--- src/hdl/fragmented_register_transaction_tracker_unit_defines.svh ---
// Assertion macros used by the tracker controller
`ifndef FRAGMENTED_REGISTER_TRANSACTION_TRACKER_UNIT_DEFINES_SVH
`define FRAGMENTED_REGISTER_TRANSACTION_TRACKER_UNIT_DEFINES_SVH

// Implication checked on every clock edge outside reset
`define FRTT_ASSERT_IMP(lbl, clk, rst_n, a, c) \
    lbl: assert property (@(posedge clk) disable iff (!rst_n) (a) |-> (c)) \
        else $error("lbl failed");

// Implication whose consequent is checked in the cycle after the antecedent
`define FRTT_ASSERT_NEXT(lbl, clk, rst_n, a, c) \
    lbl: assert property (@(posedge clk) disable iff (!rst_n) (a) |=> (c)) \
        else $error("lbl failed");

`endif

--- src/hdl/frtt_pkg.sv ---
package frtt_pkg;

    localparam int WINDOW_REGS_DEF = 32;
    localparam int FRAME_REGS_DEF  = 4;
    localparam logic [15:0] TIMEOUT_RESET = 16'd1000;

    // input function codes
    localparam logic [2:0] FN_RD    = 3'd0;
    localparam logic [2:0] FN_WR    = 3'd1;
    localparam logic [2:0] FN_FRAG  = 3'd2;
    localparam logic [2:0] FN_TICK  = 3'd3;
    localparam logic [2:0] FN_ABORT = 3'd4;

    // fragment kinds
    localparam logic [1:0] FK_DATA = 2'd0;
    localparam logic [1:0] FK_ACK  = 2'd1;
    localparam logic [1:0] FK_NACK = 2'd2;

    // result status codes
    localparam logic [3:0] ST_STARTED   = 4'd0;
    localparam logic [3:0] ST_REJECTED  = 4'd1;
    localparam logic [3:0] ST_PARTIAL   = 4'd2;
    localparam logic [3:0] ST_MISMATCH  = 4'd3;
    localparam logic [3:0] ST_RD_DONE   = 4'd4;
    localparam logic [3:0] ST_WR_DONE   = 4'd5;
    localparam logic [3:0] ST_REFUSED   = 4'd6;
    localparam logic [3:0] ST_TICK_Q    = 4'd7;
    localparam logic [3:0] ST_TICK_ACT  = 4'd8;
    localparam logic [3:0] ST_ABANDONED = 4'd9;
    localparam logic [3:0] ST_ABAND_IGN = 4'd10;

    // register addresses
    localparam logic [1:0] REG_TIMEOUT = 2'd0;

    // controller to datapath
    typedef struct packed {
        logic eval;    // latch decision of the held transaction
        logic commit;  // apply state update and write fragment words
        logic dump;    // start emitting the window
        logic step;    // advance the emit position
    } t_cmd;

    // datapath to controller
    typedef struct packed {
        logic valid_func; // transaction produces results
        logic complete;   // window complete after commit
        logic last_word;  // emit position is at the final word
    } t_sts;

endpackage

--- src/hdl/frtt_datapath.sv ---
module frtt_datapath #(
    parameter int WINDOW_REGS = 32,
    parameter int FRAME_REGS  = 4
) (
    input  logic               i_clk,
    input  logic               i_rst_n,
    input  logic               i_load,
    input  logic [2:0]         i_func,
    input  logic [7:0]         i_page,
    input  logic [7:0]         i_offset,
    input  logic [7:0]         i_count,
    input  logic [1:0]         i_frag_op,
    input  logic [15:0]        i_word_a,
    input  logic [15:0]        i_word_b,
    input  logic [15:0]        i_word_c,
    input  logic [15:0]        i_word_d,
    input  logic [15:0]        i_timeout,
    input  frtt_pkg::t_cmd     i_cmd,
    output frtt_pkg::t_sts     o_sts,
    output logic [3:0]         o_status,
    output logic [7:0]         o_word_index,
    output logic [15:0]        o_word_value,
    output logic               o_last,
    output logic               o_busy_res,
    output logic               o_link_down,
    output logic               o_request_dropped,
    output logic [15:0]        o_mismatch_total,
    output logic [15:0]        o_timeout_total,
    output logic [15:0]        o_refusal_total,
    output logic [15:0]        o_reply_total,
    output logic [15:0]        o_request_total
);
    import frtt_pkg::*;

    localparam int PB = 5;

    // held transaction
    logic [2:0]  r_func;
    logic [7:0]  r_page, r_off, r_cnt;
    logic [1:0]  r_kind;
    logic [15:0] r_w [4];

    // tracker state
    logic        r_pend, r_wr, r_down;
    logic [7:0]  r_wpage;
    logic [4:0]  r_woff;
    logic [5:0]  r_wcnt;
    logic [31:0] r_seen;
    logic [15:0] r_rage, r_page_age;
    logic [15:0] r_cnt_mm, r_cnt_to, r_cnt_rf, r_cnt_rp, r_cnt_rq;
    logic [15:0] r_mem [32];

    // decision registers (eval stage)
    logic [3:0]  r_st;
    logic        r_ok, r_fin, r_refuse, r_tick_drop, r_tick_down, r_frag_ok;
    logic [4:0]  r_at;

    // emit position
    logic [PB-1:0] r_pos;
    logic [15:0]   r_rd;

    function automatic logic [15:0] sat(input logic [15:0] v);
        return (v == 16'hFFFF) ? v : v + 16'd1;
    endfunction

    // evaluation combinational
    logic [8:0]  c_wend, c_fend;
    logic        c_start_ok, c_isd, c_isa, c_isn, c_ours, c_fok, c_mis;
    logic [15:0] c_rage, c_pyage;
    logic [7:0]  c_rel;
    always_comb begin
        c_wend     = {4'd0, r_woff} + {3'd0, r_wcnt};
        c_fend     = {1'b0, r_off} + {1'b0, r_cnt};
        c_start_ok = !r_pend && r_cnt != 8'd0 && r_cnt <= 8'(WINDOW_REGS)
                     && c_fend <= 9'(WINDOW_REGS);
        c_isd = r_kind == FK_DATA && !r_wr;
        c_isa = r_kind == FK_ACK && r_wr;
        c_isn = r_kind == FK_NACK;
        c_rel = r_off - {3'd0, r_woff};
        if (!r_wr) c_ours = r_off == {3'd0, r_woff};
        else if (r_off < {3'd0, r_woff} || {1'b0, r_off} >= c_wend) c_ours = 1'b0;
        else begin
            // frame start: offset into the window is a multiple of the frame size
            c_ours = 1'b0;
            for (int k = 0; k < 32; k++)
                if (c_rel == 8'(k * FRAME_REGS)) c_ours = 1'b1;
        end
        c_fok = r_cnt != 8'd0 && r_cnt <= 8'(FRAME_REGS) && r_off >= {3'd0, r_woff}
                && c_fend <= c_wend;
        c_mis = !r_pend || !(c_isd || c_isa || c_isn) || r_page != r_wpage
                || (c_isn ? !c_ours : !c_fok);
        c_rage  = sat(r_rage);
        c_pyage = sat(r_page_age);
    end

    // fragment write mask and completion
    logic [31:0] c_new, c_want;
    always_comb begin
        c_new = r_seen;
        for (int i = 0; i < FRAME_REGS; i++)
            if (i < int'(r_cnt)) c_new[5'(r_at + 5'(i))] = 1'b1;
        c_want = (r_wcnt >= 6'd32) ? 32'hFFFF_FFFF : ((32'd1 << r_wcnt) - 32'd1);
    end

    assign o_sts.valid_func = r_func <= FN_ABORT;
    assign o_sts.complete   = r_func == FN_FRAG && r_frag_ok && !r_refuse
                              && (c_new & c_want) == c_want;
    assign o_sts.last_word  = {1'b0, r_pos} + 6'd1 == r_wcnt;

    // load and evaluate
    always_ff @(posedge i_clk) begin
        if (i_load) begin
            r_func <= i_func; r_page <= i_page; r_off <= i_offset;
            r_cnt <= i_count; r_kind <= i_frag_op;
            r_w[0] <= i_word_a; r_w[1] <= i_word_b;
            r_w[2] <= i_word_c; r_w[3] <= i_word_d;
        end
        if (i_cmd.eval) begin
            r_at        <= c_rel[4:0];
            r_ok        <= c_start_ok;
            r_frag_ok   <= !c_mis;
            r_refuse    <= c_isn;
            r_tick_drop <= r_pend && c_rage >= i_timeout;
            r_tick_down <= !r_down && c_pyage >= i_timeout;
        end
    end

    // commit state update
    always_ff @(posedge i_clk) begin
        if (!i_rst_n) begin
            r_pend <= 1'b0; r_wr <= 1'b0; r_wpage <= '0; r_woff <= '0;
            r_wcnt <= '0; r_seen <= '0; r_rage <= '0; r_page_age <= '0;
            r_down <= 1'b0; r_cnt_mm <= '0; r_cnt_to <= '0; r_cnt_rf <= '0;
            r_cnt_rp <= '0; r_cnt_rq <= '0; r_st <= ST_STARTED;
            r_fin <= 1'b0; r_pos <= '0;
            o_request_dropped <= 1'b0;
        end else begin
            if (i_cmd.commit) begin
                o_request_dropped <= 1'b0;
                r_fin <= 1'b0;
                case (r_func)
                    FN_RD, FN_WR: begin
                        if (r_ok) begin
                            r_pend <= 1'b1; r_wr <= r_func == FN_WR;
                            r_wpage <= r_page; r_woff <= r_off[4:0];
                            r_wcnt <= r_cnt[5:0]; r_seen <= '0; r_rage <= '0;
                            r_cnt_rq <= sat(r_cnt_rq); r_st <= ST_STARTED;
                        end else r_st <= ST_REJECTED;
                    end
                    FN_FRAG: begin
                        if (!r_frag_ok) begin
                            r_cnt_mm <= sat(r_cnt_mm); r_st <= ST_MISMATCH;
                        end else if (r_refuse || o_sts.complete) begin
                            r_pend <= 1'b0; r_page_age <= '0; r_down <= 1'b0;
                            r_cnt_rp <= sat(r_cnt_rp);
                            if (r_refuse) begin
                                r_cnt_rf <= sat(r_cnt_rf); r_st <= ST_REFUSED;
                            end else begin
                                r_seen <= c_new; r_fin <= 1'b1;
                                r_st <= r_wr ? ST_WR_DONE : ST_RD_DONE;
                            end
                        end else begin
                            r_seen <= c_new; r_st <= ST_PARTIAL;
                        end
                    end
                    FN_TICK: begin
                        r_rage <= c_rage; r_page_age <= c_pyage;
                        if (r_tick_drop) begin
                            r_pend <= 1'b0; r_cnt_to <= sat(r_cnt_to);
                            o_request_dropped <= 1'b1;
                        end
                        if (r_tick_down) r_down <= 1'b1;
                        r_st <= (r_tick_drop || r_tick_down) ? ST_TICK_ACT : ST_TICK_Q;
                    end
                    FN_ABORT: begin
                        if (r_pend) begin
                            r_pend <= 1'b0; r_cnt_to <= sat(r_cnt_to);
                            r_st <= ST_ABANDONED;
                        end else r_st <= ST_ABAND_IGN;
                    end
                    default: r_st <= r_st;
                endcase
            end
            if (i_cmd.dump) r_pos <= '0;
            else if (i_cmd.step) r_pos <= r_pos + 5'd1;
        end
    end

    // word store: one fragment word per lane, lanes past the fourth store zero
    always_ff @(posedge i_clk) begin
        if (i_cmd.commit && r_func == FN_FRAG && r_frag_ok && !r_refuse)
            for (int i = 0; i < FRAME_REGS; i++)
                if (i < int'(r_cnt))
                    r_mem[5'(r_at + 5'(i))] <= (i < 4) ? r_w[2'(i)] : 16'd0;
        r_rd <= r_mem[i_cmd.dump ? 5'd0 : (i_cmd.step ? r_pos + 5'd1 : r_pos)];
    end

    // result fields
    always_comb begin
        o_status     = r_st;
        o_word_index = 8'd0;
        o_word_value = 16'd0;
        o_last       = 1'b1;
        if (r_fin) begin
            o_word_index = {3'd0, r_pos};
            o_word_value = r_rd;
            o_last       = o_sts.last_word;
        end else if (r_st == ST_REFUSED) begin
            o_word_index = r_off;
            o_word_value = r_w[0];
        end
    end
    assign o_busy_res       = r_pend;
    assign o_link_down      = r_down;
    assign o_mismatch_total = r_cnt_mm;
    assign o_timeout_total  = r_cnt_to;
    assign o_refusal_total  = r_cnt_rf;
    assign o_reply_total    = r_cnt_rp;
    assign o_request_total  = r_cnt_rq;
endmodule

--- src/hdl/frtt_ctrl.sv ---
module frtt_ctrl (
    input  logic           i_clk,
    input  logic           i_rst_n,
    input  logic           i_in_valid,
    output logic           o_in_ready,
    output logic           o_out_valid,
    input  logic           i_out_ready,
    output logic           o_load,
    output frtt_pkg::t_cmd o_cmd,
    input  frtt_pkg::t_sts i_sts
);
    import frtt_pkg::*;
    `include "fragmented_register_transaction_tracker_unit_defines.svh"

    typedef enum logic [2:0] {S_IDLE, S_EVAL, S_COMMIT, S_FILL, S_OUT, S_STEP} t_state;
    t_state r_state;
    logic   r_dump;

    assign o_in_ready  = r_state == S_IDLE;
    assign o_load      = i_in_valid && o_in_ready;
    assign o_out_valid = r_state == S_OUT;

    always_comb begin
        o_cmd        = '0;
        o_cmd.eval   = r_state == S_EVAL;
        o_cmd.commit = r_state == S_COMMIT;
        o_cmd.dump   = r_state == S_FILL;
        o_cmd.step   = r_state == S_OUT && i_out_ready && r_dump && !i_sts.last_word;
    end

    // sequence: load, evaluate, commit, fill, present results; invalid functions return to idle after evaluation
    always_ff @(posedge i_clk) begin
        if (!i_rst_n) begin
            r_state <= S_IDLE;
            r_dump  <= 1'b0;
        end else begin
            case (r_state)
                S_IDLE:   if (i_in_valid) r_state <= S_EVAL;
                S_EVAL:   r_state <= i_sts.valid_func ? S_COMMIT : S_IDLE;
                S_COMMIT: begin
                    r_dump  <= i_sts.complete;
                    r_state <= S_FILL;
                end
                S_FILL:   r_state <= S_OUT;
                S_OUT: if (i_out_ready) begin
                    if (r_dump && !i_sts.last_word) r_state <= S_STEP;
                    else r_state <= S_IDLE;
                end
                S_STEP:   r_state <= S_OUT;
                default:  r_state <= S_IDLE;
            endcase
        end
    end

    `FRTT_ASSERT_IMP(a_ready_idle, i_clk, i_rst_n, o_out_valid, !o_in_ready)
    `FRTT_ASSERT_NEXT(a_load_eval, i_clk, i_rst_n, o_load, r_state == S_EVAL)
    `FRTT_ASSERT_IMP(a_one_cmd, i_clk, i_rst_n, 1'b1, $onehot0({o_cmd.eval, o_cmd.commit, o_cmd.dump}))
endmodule

--- src/hdl/fragmented_register_transaction_tracker_unit.sv ---
// Channel | Direction | Handshake
// input   | in        | i_in_valid / o_in_ready, fields i_func .. i_word_d
// result  | out       | o_out_valid / i_out_ready, fields o_status .. o_request_total
// config  | in        | APB psel/penable/pwrite/paddr/pwdata, prdata, pready
// A transaction passes through the evaluate, commit and fill states before its result;
// a completed window presents each further word after a step state, once the last one is taken.
// One transaction is worked on at a time; input ready is low meanwhile.
// Reset is synchronous, active low, and clears state and counters.
// A stalled result holds until it is taken.
module fragmented_register_transaction_tracker_unit #(
    parameter int WINDOW_REGS = frtt_pkg::WINDOW_REGS_DEF,
    parameter int FRAME_REGS  = frtt_pkg::FRAME_REGS_DEF
) (
    input  logic        i_clk,
    input  logic        i_rst_n,
    input  logic        i_in_valid,
    output logic        o_in_ready,
    input  logic [2:0]  i_func,
    input  logic [7:0]  i_page,
    input  logic [7:0]  i_offset,
    input  logic [7:0]  i_count,
    input  logic [1:0]  i_frag_op,
    input  logic [15:0] i_word_a,
    input  logic [15:0] i_word_b,
    input  logic [15:0] i_word_c,
    input  logic [15:0] i_word_d,
    output logic        o_out_valid,
    input  logic        i_out_ready,
    output logic [3:0]  o_status,
    output logic [7:0]  o_word_index,
    output logic [15:0] o_word_value,
    output logic        o_last,
    output logic        o_busy_res,
    output logic        o_link_down,
    output logic        o_request_dropped,
    output logic [15:0] o_mismatch_total,
    output logic [15:0] o_timeout_total,
    output logic [15:0] o_refusal_total,
    output logic [15:0] o_reply_total,
    output logic [15:0] o_request_total,
    input  logic        psel,
    input  logic        penable,
    input  logic        pwrite,
    input  logic [1:0]  paddr,
    input  logic [31:0] pwdata,
    output logic [31:0] prdata,
    output logic        pready
);
    import frtt_pkg::*;

    logic [15:0] r_timeout;
    logic        w_load;
    t_cmd        w_cmd;
    t_sts        w_sts;

    // timeout register
    assign pready = 1'b1;
    always_ff @(posedge i_clk) begin
        if (!i_rst_n) r_timeout <= TIMEOUT_RESET;
        else if (psel && penable && pwrite && paddr == {REG_TIMEOUT})
            r_timeout <= pwdata[15:0];
    end
    assign prdata = (paddr == REG_TIMEOUT) ? {16'd0, r_timeout} : 32'd0;

    frtt_ctrl u_ctrl (
        .i_clk, .i_rst_n, .i_in_valid, .o_in_ready, .o_out_valid, .i_out_ready,
        .o_load(w_load), .o_cmd(w_cmd), .i_sts(w_sts)
    );

    frtt_datapath #(.WINDOW_REGS(WINDOW_REGS), .FRAME_REGS(FRAME_REGS)) u_dp (
        .i_clk, .i_rst_n, .i_load(w_load), .i_func, .i_page, .i_offset, .i_count,
        .i_frag_op, .i_word_a, .i_word_b, .i_word_c, .i_word_d,
        .i_timeout(r_timeout), .i_cmd(w_cmd), .o_sts(w_sts),
        .o_status, .o_word_index, .o_word_value, .o_last, .o_busy_res,
        .o_link_down, .o_request_dropped, .o_mismatch_total, .o_timeout_total,
        .o_refusal_total, .o_reply_total, .o_request_total
    );
endmodule

--- config.mk ---
export PLATFORM = sky130hd
export DESIGN_NAME = fragmented_register_transaction_tracker_unit
export DESIGN_NICKNAME = d
export VERILOG_FILES = /design/src/hdl/frtt_pkg.sv /design/src/hdl/frtt_datapath.sv /design/src/hdl/frtt_ctrl.sv /design/src/hdl/fragmented_register_transaction_tracker_unit.sv
export VERILOG_INCLUDE_DIRS = /design/src /design/src/hdl
export SDC_FILE = /design/constraint.sdc
export NUM_CORES = 2
export LEC_CHECK = 0
export BUFFER_PORTS_ARGS = -buffer_cell sky130_fd_sc_hd__buf_4
export CORE_MARGIN = 10
export CORE_UTILIZATION = 30
export DETAILED_ROUTE_END_ITERATION = 7
export SLEW_MARGIN = 0
export SYNTH_ARGS = -nofsm -noshare
export SYNTH_HDL_FRONTEND = slang
export SYNTH_HIERARCHICAL = 1
export SYNTH_SLANG_ARGS = --single-unit
--- constraint.sdc ---
create_clock -name i_clk -period 9.7 [get_ports i_clk]
set_input_delay 0.97 -clock i_clk [delete_from_list [all_inputs] [get_ports i_clk]]
set_output_delay 0.97 -clock i_clk [all_outputs]
set_load 0.05 [all_outputs]
==> flow_metrics.tcl <==
set metrics [dict create \
    outcome "complete, no violations" \
    p_int_w 0.00628 \
    htreeDepth 3 \
    drcViolationCount 0 \
    max_slew_margin 0.0460 \
    netSwitchingFraction 0.277 \
    vias 48500 \
    required_ns 10.29 \
    coreArea_mm2 0.177 \
    place_area_mm2 0.0576 \
    period_minus_slack_ns 5.70 \
    grt_max_degree 129 \
    chipHeight_um 442 \
    first_global_vias 45900 \
    max_stage_delay_ns 0.80 \
    synth_edf_count 615 \
    ys_seq_area_frac 0.425 \
    ant_nets 0 \
    clockBufferDepth 3 \
    end_kind "flip-flop" \
    rows 154 \
    drtIter0Drc 6191 \
    firstDrtPassIters 8 \
    cp_slowest_cell "buf_4" \
    p_switching_w 0.00241 \
    start_util 0.303 \
    hold_violations 0 \
    yosysUniqueCellTypes 105 \
    skew_ns 0.0565 \
    postCtsHoldBufs 0 \
    path_clk_slew_ns 0.06 \
    dieArea_mm2 0.196 \
    postLayoutCellArea_mm2 0.0608 \
    vias_per_cell 5.78 \
    fin_setup_tns_ns 0 \
    combPwrFrac 0.123 \
    rsz0062_at_grt "false" \
    cts_resized 0 \
    critPathKind "reg -> reg" \
    cts_tree "built" \
    clock-sinks 828 \
    cp_max_fo 39 \
    place_congestion 0.906 \
    io_buffers 247 \
    cp.arrival_ns 6.29 \
    ys.flop_type "edfxtp_1" \
    regArea_mm2 0.0227 \
    clkPwrFrac 0.430 \
    power_leakage_nw 22.1 \
    grt_pass1_wl_mm 311 \
    multiInputGateArea_mm2 0.0284 \
    p_seq_frac 0.447 \
    crit_chain "inv_1 -> xnor2_1 -> nor4_1 -> nand4b_1 -> nor3_1 -> xnor2_1 -> nor2_4 -> buf_4 -> mux4_2 -> mux4_2 -> nand2_1 -> o21ai_0" \
    max-vdd-ir-drop_mv 0.151 \
    timing.fmax_mhz 175 \
    fillers 18000 \
    post-route-period-util 0.588 \
    cts_made_buffers 97 \
    fp.dieW_um 442 \
    avgSynthCellArea_um2 8.86 \
    worstSkewPairLatency_ns 0.76 \
    finalSetupViolCount 0 \
    cts_root_buf "clkbuf_16" \
    antenna_found_initial 12 \
    syn-instance-count 6042 \
    maxCapViolCount 0 \
    layout-drive-gt1-share 0.143 \
    post-place-ws_ns 3.94 \
    slew_viol_final 0 \
    worst_slew_pin_slew_ns 1.43 \
    hp-class "in -> reg" \
    routedWlPerCell_um 25.7 \
    power_density_mw_per_mm2 143 \
    syn_to_final_growth_pct 13.5 \
    ys_warn_count 6 \
    dp_hpwl_mm 132 \
    fin_nets 6193 \
    ioPinCount 281 \
    setup_slack_ns 4.00 \
    post_cts_buffers 0 \
    synth-seq-cells 828 \
    grt_overflow 0 \
    start_kind "flip-flop" \
    ys_async_sr_fraction 0 \
    netlist_area_mm2 0.0535 \
    drt-total-wl_mm 216 \
    track_usage 0.208 \
]
## area by class of cell
class,count,area share
multi-input combinational,4560,0.467
sequential,828,0.374
timing repair buffer,438,0.0545
tap,2340,0.0482
clock buffer,123,0.0429
clock inverter,55,0.00924
inverter,56,0.00350
antenna,2,0.0000824
## sequential cells by signal, indices dropped and copies added (netlist names), 4 cells and up
name and count:
u_dp/r_mem 512, u_dp/r_w 64, u_dp/r_seen 32, r_timeout 16, u_dp/o_mismatch_total 16, u_dp/o_refusal_total 16
u_dp/o_reply_total 16, u_dp/o_request_total 16, u_dp/o_timeout_total 16, u_dp/r_page_age 16, u_dp/r_rage 16, u_dp/r_rd 16
u_dp/r_cnt 8, u_dp/r_off 8, u_dp/r_page 8, u_dp/r_wpage 8, u_dp/r_wcnt 6, u_dp/r_at 5
u_dp/r_pos 5, u_dp/r_woff 5, u_dp/o_status 4
## cell families after synthesis
family / count (synthesis) / synth area share
flops: 828 / 0.425
other cells: 2 / 0.000140
mux: 560 / 0.138
compound gates: 1700 / 0.179
buf+inv: 669 / 0.0508
xor+xnor: 116 / 0.0195
fa+ha+maj: 78 / 0.0187
simple gates: 2089 / 0.169
## worst max-delay path: cells and delay by family, from the launching register on
family	cells	cell delay, ns
muxes	2	1.20
and+or+nand+nor	5	1.54
DFF	1	0.79
buffers and inverters	2	1.33
xor gates and xnor gates	2	0.55
AOI/OAI and AO/OA	1	0.11
## cells in the final DEF (no fill, tap or decap), drive strengths merged, types with 36 or more instances in the layout
master,count
ha,75
o21a,40
xor2,51
a21oi,635
mux4,144
o21ai,748
nand3,207
mux2i,413
dfxtp,213
clkbuf,123
nor3,55
nand2,1060
nor2,510
and2,49
buf,438
inv,60
clkinv,36
xnor2,65
edfxtp,615
## cell usage after synthesis, drive strengths merged, types with 40 or more instances
| master | count | area, um2 |
|---|---|---|
| and2 | 49 | 309 |
| ha | 75 | 938 |
| o21a | 40 | 300 |
| nand3 | 207 | 1040 |
| nor2 | 510 | 1920 |
| edfxtp | 615 | 18500 |
| xnor2 | 65 | 592 |
| nor3 | 55 | 305 |
| a21oi | 635 | 3190 |
| mux4 | 144 | 3240 |
| clkbuf | 518 | 1940 |
| o21ai | 748 | 3740 |
| mux2i | 413 | 4130 |
| dfxtp | 213 | 4260 |
| inv | 55 | 206 |
| nand2 | 1060 | 3990 |
| xor2 | 51 | 454 |
| buf | 95 | 566 |
## through the flow
| stage | hold slack, ns | util | total power [W] | instances |
|---|---|---|---|---|
| 6_report | 0.387 | 0.344 | 0.00869 | 8402 |
| 5_1_grt | 0.368 | 0.344 | 0.00894 | 8401 |
| 4_1_cts | 0.356 | 0.344 | 0.00870 | 8400 |
| 3_5_place_dp | 0.454 | 0.326 | 0.00498 | 8222 |
| 3_3_place_gp | 0.449 | 0.326 | 0.00495 | 8222 |
| 2_1_floorplan | 0.436 | - | 0.00460 | 6057 |
## path summary, 6_finish.rpt
kind | cells after the start | endpoint | slack [ns] | startpoint
setup / recovery | 12 | u_dp/r_rd[3] | 4.00 | u_dp/r_wcnt[5]
hold / removal | 1 | u_dp/r_w[0][0] | 0.39 | i_word_a[0]
setup reg to reg | 12 | u_dp/r_rd[3] | 4.00 | u_dp/r_wcnt[5]
hold reg to reg | 2 | u_dp/r_seen[30] | 0.46 | u_dp/r_seen[30]
## power groups by stage
stage	combinational (W)	clock, W	sequential, W
5_1_grt	0.00113	0.00393	0.00389
3_3_place_gp	0.000990	0	0.00396
6_report	0.00107	0.00374	0.00389
2_1_floorplan	0.000628	0	0.00397
3_5_place_dp	0.00102	0	0.00396
4_1_cts	0.00102	0.00379	0.00389
## per-layer routing
metal / track usage / vias to the layer above / wire, um
li1: - / 21600 / -
met1: 0.266 / 23300 / 82000
met2: 0.317 / 3162 / 94600
met3: 0.0569 / 531 / 27100
met4: 0.115 / 2 / 12500
met5: 0 / - / 11
No activity file was read; power rests on OpenSTA's default activity.
